$ cat src/hdl/ohlcv_pkg.sv
package ohlcv_pkg;

  localparam int DEF_SYMBOL_SLOTS = 64;
  localparam int DEF_RING_DEPTH   = 32;

  localparam int FRAMES  = 5;
  localparam int TIME_W  = 48;
  localparam int PRICE_W = 32;
  localparam int SUM_W   = 64;
  localparam int REM_W   = 27;
  localparam int COUNT_W = 6;

  localparam logic [1:0] FUNC_TRADE   = 2'd0;
  localparam logic [1:0] FUNC_SEED    = 2'd1;
  localparam logic [1:0] FUNC_STATS   = 2'd2;
  localparam logic [1:0] FUNC_CANDLES = 2'd3;

  localparam logic [2:0] KIND_STATS  = 3'd0;
  localparam logic [2:0] FRAME_1M    = 3'd0;
  localparam logic [2:0] FRAME_5M    = 3'd1;
  localparam logic [2:0] FRAME_15M   = 3'd2;
  localparam logic [2:0] FRAME_1H    = 3'd3;
  localparam logic [2:0] FRAME_1D    = 3'd4;
  localparam logic [2:0] FRAME_COUNT = 3'd5;

  typedef struct packed {
    logic [1:0]         func;
    logic [5:0]         symbol;
    logic [PRICE_W-1:0] price;
    logic [PRICE_W-1:0] quantity;
    logic [TIME_W-1:0]  trade_time;
    logic [2:0]         timeframe;
    logic [COUNT_W-1:0] count;
  } item_t;

  typedef struct packed {
    logic [2:0]         kind;
    logic [TIME_W-1:0]  start_time;
    logic [PRICE_W-1:0] open_price;
    logic [PRICE_W-1:0] high_price;
    logic [PRICE_W-1:0] low_price;
    logic [PRICE_W-1:0] close_price;
    logic [SUM_W-1:0]   volume;
    logic [SUM_W-1:0]   turnover;
    logic [PRICE_W-1:0] trade_count;
    logic               flag;
    logic               last;
  } result_t;

  typedef struct packed {
    logic               valid;
    logic [PRICE_W-1:0] open_price;
    logic [PRICE_W-1:0] high_price;
    logic [PRICE_W-1:0] low_price;
    logic [PRICE_W-1:0] close_price;
    logic [SUM_W-1:0]   volume;
    logic [SUM_W-1:0]   turnover;
    logic [PRICE_W-1:0] trades;
  } stat_t;

  typedef struct packed {
    logic [TIME_W-1:0]  start_time;
    logic [PRICE_W-1:0] open_price;
    logic [PRICE_W-1:0] high_price;
    logic [PRICE_W-1:0] low_price;
    logic [PRICE_W-1:0] close_price;
    logic [SUM_W-1:0]   volume;
    logic [SUM_W-1:0]   turnover;
    logic [PRICE_W-1:0] trades;
  } candle_t;

  localparam stat_t STAT_RESET = '{
    valid: 1'b0, open_price: '0, high_price: '0, low_price: '1,
    close_price: '0, volume: '0, turnover: '0, trades: '0
  };

  typedef struct packed {
    logic load;
    logic clear_we;
    logic stat_rd;
    logic stat_wr_trade;
    logic stat_wr_seed;
    logic emit_stat_query;
    logic div_go;
    logic ring_rd;
    logic cand_rd_last;
    logic cand_wr;
    logic q_setup;
    logic cand_rd_q;
    logic emit_cand_q;
  } dp_cmd_t;

  typedef struct packed {
    logic       clear_last;
    logic       in_range;
    logic [1:0] func;
    logic       tf_ok;
    logic       div_done;
    logic       frame_last;
    logic       n_zero;
    logic       k_last;
  } dp_stat_t;

  function automatic logic [REM_W-1:0] frame_len(input logic [2:0] f);
    unique case (f)
      FRAME_1M:  return REM_W'(60000);
      FRAME_5M:  return REM_W'(300000);
      FRAME_15M: return REM_W'(900000);
      FRAME_1H:  return REM_W'(3600000);
      FRAME_1D:  return REM_W'(86400000);
      default:   return '0;
    endcase
  endfunction

  function automatic result_t stat_result(input stat_t s, input logic flag, input logic last);
    result_t r;
    r.kind        = KIND_STATS;
    r.start_time  = '0;
    r.open_price  = s.open_price;
    r.high_price  = s.high_price;
    r.low_price   = s.low_price;
    r.close_price = s.close_price;
    r.volume      = s.volume;
    r.turnover    = s.turnover;
    r.trade_count = s.trades;
    r.flag        = flag;
    r.last        = last;
    return r;
  endfunction

  function automatic result_t cand_result(input candle_t c, input logic [2:0] frame,
                                          input logic flag, input logic last);
    result_t r;
    r.kind        = frame + 3'd1;
    r.start_time  = c.start_time;
    r.open_price  = c.open_price;
    r.high_price  = c.high_price;
    r.low_price   = c.low_price;
    r.close_price = c.close_price;
    r.volume      = c.volume;
    r.turnover    = c.turnover;
    r.trade_count = c.trades;
    r.flag        = flag;
    r.last        = last;
    return r;
  endfunction

endpackage

$ cat src/hdl/ohlcv_ctrl.sv
module ohlcv_ctrl (
  input  logic                  clk,
  input  logic                  rst,
  input  logic                  start,
  input  ohlcv_pkg::dp_stat_t   sts,
  output ohlcv_pkg::dp_cmd_t    cmd,
  output logic                  busy
);
  import ohlcv_pkg::*;

  typedef enum logic [13:0] {
    S_CLEAR  = 14'b00000000000001,
    S_IDLE   = 14'b00000000000010,
    S_DECODE = 14'b00000000000100,
    S_TSTAT  = 14'b00000000001000,
    S_TWAIT  = 14'b00000000010000,
    S_TRRD   = 14'b00000000100000,
    S_TCRD   = 14'b00000001000000,
    S_TCWR   = 14'b00000010000000,
    S_SEED   = 14'b00000100000000,
    S_QSTAT  = 14'b00001000000000,
    S_QSETUP = 14'b00010000000000,
    S_QCHK   = 14'b00100000000000,
    S_QRD    = 14'b01000000000000,
    S_QOUT   = 14'b10000000000000
  } state_t;

  state_t state, state_next;

  always_ff @(posedge clk) begin
    if (rst) begin
      state <= S_CLEAR;
    end else begin
      state <= state_next;
    end
  end

  always_comb begin
    state_next = state;
    cmd        = '0;
    unique case (state)
      S_CLEAR: begin
        cmd.clear_we = 1'b1;
        if (sts.clear_last) begin
          state_next = S_IDLE;
        end
      end
      S_IDLE: begin
        if (start) begin
          cmd.load   = 1'b1;
          state_next = S_DECODE;
        end
      end
      S_DECODE: begin
        if (!sts.in_range) begin
          state_next = S_IDLE;
        end else begin
          unique case (sts.func)
            FUNC_TRADE: begin
              cmd.stat_rd = 1'b1;
              cmd.div_go  = 1'b1;
              state_next  = S_TSTAT;
            end
            FUNC_SEED: begin
              cmd.stat_rd = 1'b1;
              state_next  = S_SEED;
            end
            FUNC_STATS: begin
              cmd.stat_rd = 1'b1;
              state_next  = S_QSTAT;
            end
            default: begin
              if (sts.tf_ok) begin
                cmd.ring_rd = 1'b1;
                state_next  = S_QSETUP;
              end else begin
                state_next = S_IDLE;
              end
            end
          endcase
        end
      end
      S_TSTAT: begin
        cmd.stat_wr_trade = 1'b1;
        state_next        = S_TWAIT;
      end
      S_TWAIT: begin
        if (sts.div_done) begin
          state_next = S_TRRD;
        end
      end
      S_TRRD: begin
        cmd.ring_rd = 1'b1;
        state_next  = S_TCRD;
      end
      S_TCRD: begin
        cmd.cand_rd_last = 1'b1;
        state_next       = S_TCWR;
      end
      S_TCWR: begin
        cmd.cand_wr = 1'b1;
        state_next  = sts.frame_last ? S_IDLE : S_TRRD;
      end
      S_SEED: begin
        cmd.stat_wr_seed = 1'b1;
        state_next       = S_IDLE;
      end
      S_QSTAT: begin
        cmd.emit_stat_query = 1'b1;
        state_next          = S_IDLE;
      end
      S_QSETUP: begin
        cmd.q_setup = 1'b1;
        state_next  = S_QCHK;
      end
      S_QCHK: begin
        state_next = sts.n_zero ? S_IDLE : S_QRD;
      end
      S_QRD: begin
        cmd.cand_rd_q = 1'b1;
        state_next    = S_QOUT;
      end
      S_QOUT: begin
        cmd.emit_cand_q = 1'b1;
        state_next      = sts.k_last ? S_IDLE : S_QRD;
      end
      default: begin
        state_next = S_IDLE;
      end
    endcase
  end

  assign busy = (state != S_IDLE);

endmodule

$ cat config.mk
export PLATFORM = sky130hd
export DESIGN_NAME = ohlcv_ctrl
export DESIGN_NICKNAME = d
export VERILOG_FILES = /design/src/hdl/ohlcv_pkg.sv /design/src/hdl/ohlcv_ctrl.sv
export SDC_FILE = /design/constraint.sdc
export NUM_CORES = 1
export LEC_CHECK = 0
export ABC_AREA = 1
export ABC_CLOCK_PERIOD_IN_PS = 1800
export BUFFER_PORTS_ARGS = -buffer_cell sky130_fd_sc_hd__buf_4
export CORE_MARGIN = 1
export CORE_UTILIZATION = 45
export CTS_BUF_LIST = sky130_fd_sc_hd__clkbuf_16
export CTS_CLUSTER_DIAMETER = 120
export CTS_CLUSTER_SIZE = 16
export DETAILED_ROUTE_END_ITERATION = 7
export GPL_ROUTABILITY_DRIVEN = 0
export PLACE_DENSITY = 0.75
export SETUP_SLACK_MARGIN = 0.4
export SYNTH_ARGS = -nofsm -noshare
export SYNTH_HDL_FRONTEND = slang
export SYNTH_SLANG_ARGS = --single-unit
$ cat constraint.sdc
create_clock -name clk -period 1.8 [get_ports clk]
set_input_delay 0.18 -clock clk [delete_from_list [all_inputs] [get_ports clk]]
set_output_delay 0.18 -clock clk [all_outputs]
set_load 0.005 [all_outputs]
==> results of run 1 <==
-- critical path, cell delays in order, from the launching register on --
cell	delay (ns)
dfxtp_2	0.33
nor2_4	0.14
nand2_4	0.10
nor2_4	0.17
nand2_4	0.07
nor2_4	0.13
nand4_1	0.12
nand2_1	0.10
buf_4	0.11
-- cells in the final DEF (no fill, tap or decap), drive strengths merged --
cell type / count
dfxtp: 14
o21ai: 2
nand3b: 2
clkbuf: 3
nand2: 42
buf: 58
nor4: 1
nor3: 8
nand3: 13
nor2: 41
inv: 29
o22ai: 1
a21oi: 2
nand4: 1
-- power groups by stage --
stage	Clock (W)	Combinational (W)	Sequential [W]
after floorplan	0	0.000254	0.000361
after global placement	0	0.000342	0.000363
after detailed placement	0	0.000348	0.000364
after CTS	0.000415	0.000594	0.000366
after global routing	0.000436	0.000805	0.000375
final	0.000421	0.000774	0.000373
-- synth_stat cells, types with 2 or more instances --
library cell | n | area, um2
nor2_1 | 33 | 124
nor2_4 | 4 | 45.0
nand2_1 | 38 | 143
nand3b_1 | 2 | 15.0
inv_1 | 27 | 101
dfxtp_1 | 14 | 280
nand2_2 | 3 | 18.8
inv_2 | 2 | 7.51
o21ai_0 | 2 | 10.0
nand3_1 | 11 | 55.1
nand3_2 | 2 | 20.0
nor3_1 | 8 | 40.0
nor2_2 | 4 | 25.0
-- kinds of logic after synthesis --
group           share of synthesized area
simple gates                        0.540
flops                               0.297
compound gates                     0.0318
buf+inv                             0.131
-- routing by layer --
layer / part of all wire / GRT usage / vias up
met3: 0.072 / 0.0566 / 40
met1: 0.37 / 0.339 / 616
met4: 0.079 / 0.272 / 0
met2: 0.48 / 0.565 / 91
li1: - / - / 612
met5: 0 / 0 / -
-- final timing paths --
kind	to	slack (ns)	cells past startpoint
min reg2reg	state[4]	0.63	4
min	state[8]	0.20	2
max	cmd[5]	0.10	8
max reg2reg	state[12]	0.11	10
-- what timing repair did --
item,CTS,global route
hold buffers,0,0
gates cloned,0,0
setup endpoints to repair,24,25
hold endpoints to repair,0,0
setup buffers,22,11
gates resized for setup,56,30
pin swaps,21,18
-- stage by stage --
step	utilization	setup WS, ns	total power (W)
CTS	0.808	0.138	0.00138
global placement	0.586	0.277	0.000706
detailed placement	0.586	0.224	0.000712
floorplan	-	0.501	0.000615
finish	0.897	0.100	0.00157
global route	0.897	0.0298	0.00162
-- layout make-up --
cell class	instances	area, um2	area share
timing repair buffer	58	519	0.295
inverter	29	111	0.0633
sequential	14	294	0.167
clock buffer	3	75.1	0.0427
multi-input combinational	113	726	0.413
tap	27	33.8	0.0192
==> flow_summary_export.csv, run 1 <==
group,metric,value,unit
cells_and_area,area_growth,86.5,%
logic_synthesis,synth_edf_count,0,
power,intPower,0.000995,W
cells_and_area,top_register,"state",
timing,setup_viol,0,
place,portBuffers,25,
power,power.switching,0.000573,W
place,hpwl,1.77,mm
cells_and_area,num-nets-final,231,
clock_tree,htreeDepth,1,
power,combPwrFrac,0.494,
timing,skew,0.00506,ns
timing,fmax,0.588,GHz
detailed_routing,routed_via_density,5.57,
clock_tree,clock_sink_count,14,
power,power.density,891,nW/um2
critical_path,timing.rr.start,"state[12]",
cells_and_area,finalNonFillerCells,244,
timing,rsz0062_at_grt,"yes",
cells_and_area,fillerInstances,85,
logic_synthesis,postSynthAreaPerCell,5.97,um2
floorplanning,rows,16,
clock_tree,clk_pin_slew,0.05,ns
critical_path,critPathCaptureType,"output port",
cells_and_area,reg.largest.list,"state x14",
timing,finalCritPeriodShare,0.944,
logic_synthesis,synth_cell_types,21,
detailed_routing,totalWireLength,4.13,mm
place,numPlacedInstances,208,
power,pwr-share-clk,0.268,
timing,tightest_slew,0.288,ns
detailed_routing,drc,0,
timing,fin_hold_ws,0.197,ns
logic_synthesis,syn_nets,170,
status,status,"finished, final reports clean",
timing,slew_headroom,0.807,
job,drv_cap,0,
global_route,overflow,0,
critical_path,cp_data_arrival_time,1.52,ns
global_route,grt_pass1_wl,5.00,mm
clock_tree,clockRootBuffer,"clkbuf_16",
power,power_switching_share,0.365,
detailed_routing,vias,1359,
floorplanning,die_h,47.8,um
floorplanning,initial_core_util,0.481,
global_route,grt_usage,0.326,
hold_path,worstHoldStart,"rst",
place,place_area,1150,um2
clock_tree,insertion_delay,0.25,ns
timing,min_period,1.70,ns
detailed_routing,ant_nets,0,
clock_tree,cts_buffers,3,
logic_synthesis,async_flop_share,0,
floorplanning,die_area,2280,um2
global_route,grt_max_degree,10,
power,vdd_drop_max,0.706,mV
detailed_routing,firstDrtPassIters,4,
clock_tree,clockBufferDepth,2,
floorplanning,coreArea,1960,um2
logic_synthesis,seq_area_frac_synth,0.297,
cells_and_area,fin_area,1760,um2
timing,setup-tns-final,0,ns
clock_tree,cts_tree,"done",
floorplanning,ios,26,
detailed_routing,drtIter0Drc,61,
cells_and_area,drive_above_1_share,0.594,
hold_path,holdCritPathClass,"input pin to register",
logic_synthesis,yosysWarningCount,0,
critical_path,cp-start-kind,"register",
timing,drv_slew,0,
logic_synthesis,syn-cell-area,943,um2
power,p_leak,0.884,nW
critical_path,cp-startpoint,"state[4]",
floorplanning,die_w,47.8,um
global_route,antenna_found_initial,0,
cells_and_area,largest_reg_flops,14,
logic_synthesis,ys_seq_elements,14,
critical_path,path_class,"register to output port",
critical_path,required,1.62,ns
timing,hold_viol,0,
global_route,grt_pass1_vias,1190,
logic_synthesis,synthCells,158,
critical_path,cp_max_fo,5,
logic_synthesis,synth-main-ff-cell,"dfxtp_1",
detailed_routing,wire_per_inst,16.9,um
cells_and_area,antenna_cells,0,
power,seqPwrFrac,0.238,
Note: power is estimated with default switching activity, not from simulation.
==> inputs of run 2 (changes only) <==
Settings changed: CTS_CLUSTER_DIAMETER 120 to 50, REMOVE_ABC_BUFFERS set to 1.
==> flow_summary_export.csv, run 2 (same netlist as run 1, synthesis figures left out) <==
group,metric,value,unit
floorplanning,coreArea,1960,um2
critical_path,path_class,"register to output port",
job,drv_cap,0,
timing,finalCritPeriodShare,0.975,
detailed_routing,vias,1332,
critical_path,critPathCaptureType,"output port",
cells_and_area,drive_above_1_share,0.528,
timing,min_period,1.75,ns
timing,fmax,0.570,GHz
place,hpwl,1.87,mm
floorplanning,ios,26,
power,p_total,0.00144,W
hold_path,worstHoldStart,"rst",
clock_tree,cts_buffers,3,
critical_path,cpPeakStageDelay,0.33,ns
detailed_routing,drc,0,
detailed_routing,totalWireLength,4.01,mm
floorplanning,die_h,47.8,um
timing,setup_viol,0,
critical_path,required,1.62,ns
detailed_routing,routed_via_density,5.48,
critical_path,cp_cell_sequence,"nor2_4 > nand2_4 > nor2_4 > nand2_4 > nor2_4 > nand4_1 > nand2_1 > buf_4",
clock_tree,clockRootBuffer,"clkbuf_16",
global_route,grt_max_degree,10,
power,vdd_drop_max,0.837,mV
cells_and_area,fillerInstances,123,
cells_and_area,multi_input_area,681,um2
cells_and_area,regArea,295,um2
critical_path,timing.rr.start,"state[12]",
global_route,grt_pass1_wl,4.89,mm
global_route,overflow,0,
global_route,grt_pass1_vias,1102,
cells_and_area,area_growth,73.5,%
detailed_routing,drtIter0Drc,73,
status,status,"finished, final reports clean",
hold_path,holdCritPathClass,"input pin to register",
cells_and_area,num-nets-final,229,
critical_path,cp-start-kind,"register",
floorplanning,rows,16,
floorplanning,die_w,47.8,um
cells_and_area,layout_commonest_cell,"buf_4",
clock_tree,cts_tree,"done",
critical_path,crit_top_cell,"nor2_4",
clock_tree,clockBufferDepth,2,
cells_and_area,layout_common_cells,"51 x buf_4, 27 x nand2_1, 26 x nor2_1, 24 x inv_1, 12 x nor2_4",
critical_path,cp_max_fo,5,
timing,setup-tns-final,0,ns
power,power.density,877,nW/um2
floorplanning,initial_core_util,0.481,
cells_and_area,antenna_cells,0,
clock_tree,htreeDepth,1,
cells_and_area,top_register,"state",
global_route,antenna_found_initial,0,
timing,rsz0062_at_grt,"yes",
critical_path,critPathSlowestCell,"dfxtp_2",
clock_tree,insertion_delay,0.25,ns
detailed_routing,firstDrtPassIters,4,
detailed_routing,wire_per_inst,16.5,um
place,portBuffers,25,
global_route,grt_usage,0.316,
floorplanning,die_area,2280,um2
timing,tightest_slew,0.278,ns
power,p_leak,0.861,nW
critical_path,worst-path-buf-inv,1,
timing,skew,0.00401,ns
timing,hold_viol,0,
cells_and_area,largest_reg_flops,14,
timing,slew_headroom,0.813,
clock_tree,clk_pin_slew,0.05,ns
critical_path,cp_top_family,"simple AND/OR/NAND/NOR gates",
clock_tree,clock_sink_count,14,
timing,drv_slew,0,
cells_and_area,reg.largest.list,"state x14",
critical_path,cp-startpoint,"state[4]",
detailed_routing,ant_nets,0,
clock_tree,ctsHoldBuffers,0,
critical_path,cp_data_arrival_time,1.57,ns
==> run 2: cell types whose count changed in the layout (fill, tap and decap cells not counted), sizes merged <==
cell | previous run | this run
buf | 58 | 56
clkinv | 0 | 1
==> run 2: routing by layer <==
layer	track usage	routed length, um
met1	0.370	1540
met2	0.511	2000
met3	0.0830	321
met4	0.194	150
met5	0	0
==> run 2: final timing paths <==
check	slack, ns	end	cells past startpoint
max	0.05	cmd[5]	8
min	0.20	state[8]	2
max reg2reg	0.14	state[3]	10
min reg2reg	0.65	state[4]	4
==> run 2: area by class of cell <==
cell class,count,share of cell area
Clock buffer,3,0.0459
Clock inverter,1,0.00229
Tap cell,27,0.0206
Sequential cell,14,0.180
Inverter,29,0.0665
Timing Repair Buffer,56,0.268
Multi-Input combinational cell,113,0.416
==> run 2: report_power, final <==
part | internal (W) | switching [W] | total (W)
Sequential | 0.000342 | 0.0000352 | 0.000378
Combinational | 0.000275 | 0.000360 | 0.000634
Clock | 0.000294 | 0.000130 | 0.000424
Total | 0.000911 | 0.000525 | 0.00144
==> run 2: worst reg2reg max path: cells and delay by family, from the launching register on <==
| kind | cells | cell delay, ns |
|---|---|---|
| simple gates | 5 | 0.71 |
| buf+inv | 5 | 0.50 |
| flops | 1 | 0.34 |
==> run 2: per-stage QoR <==
step           utilization  setup slack (ns)  hold WS [ns]  instance area (um2)  std cells
2_1_floorplan            -             0.428         0.252                  928        156
6_report             0.834            0.0452         0.199                 1640        243
3_5_place_dp         0.586             0.200         0.426                 1150        208
4_1_cts              0.743             0.117         0.166                 1460        232
3_3_place_gp         0.586             0.279         0.425                 1150        208
5_1_grt              0.834            0.0181         0.202                 1640        243
==> run 2: what timing repair did <==
action | in CTS | in global routing
setup buffers | 20 | 11
setup endpoints to repair | 25 | 25
resized for setup | 24 | 32
pin swaps | 19 | 18
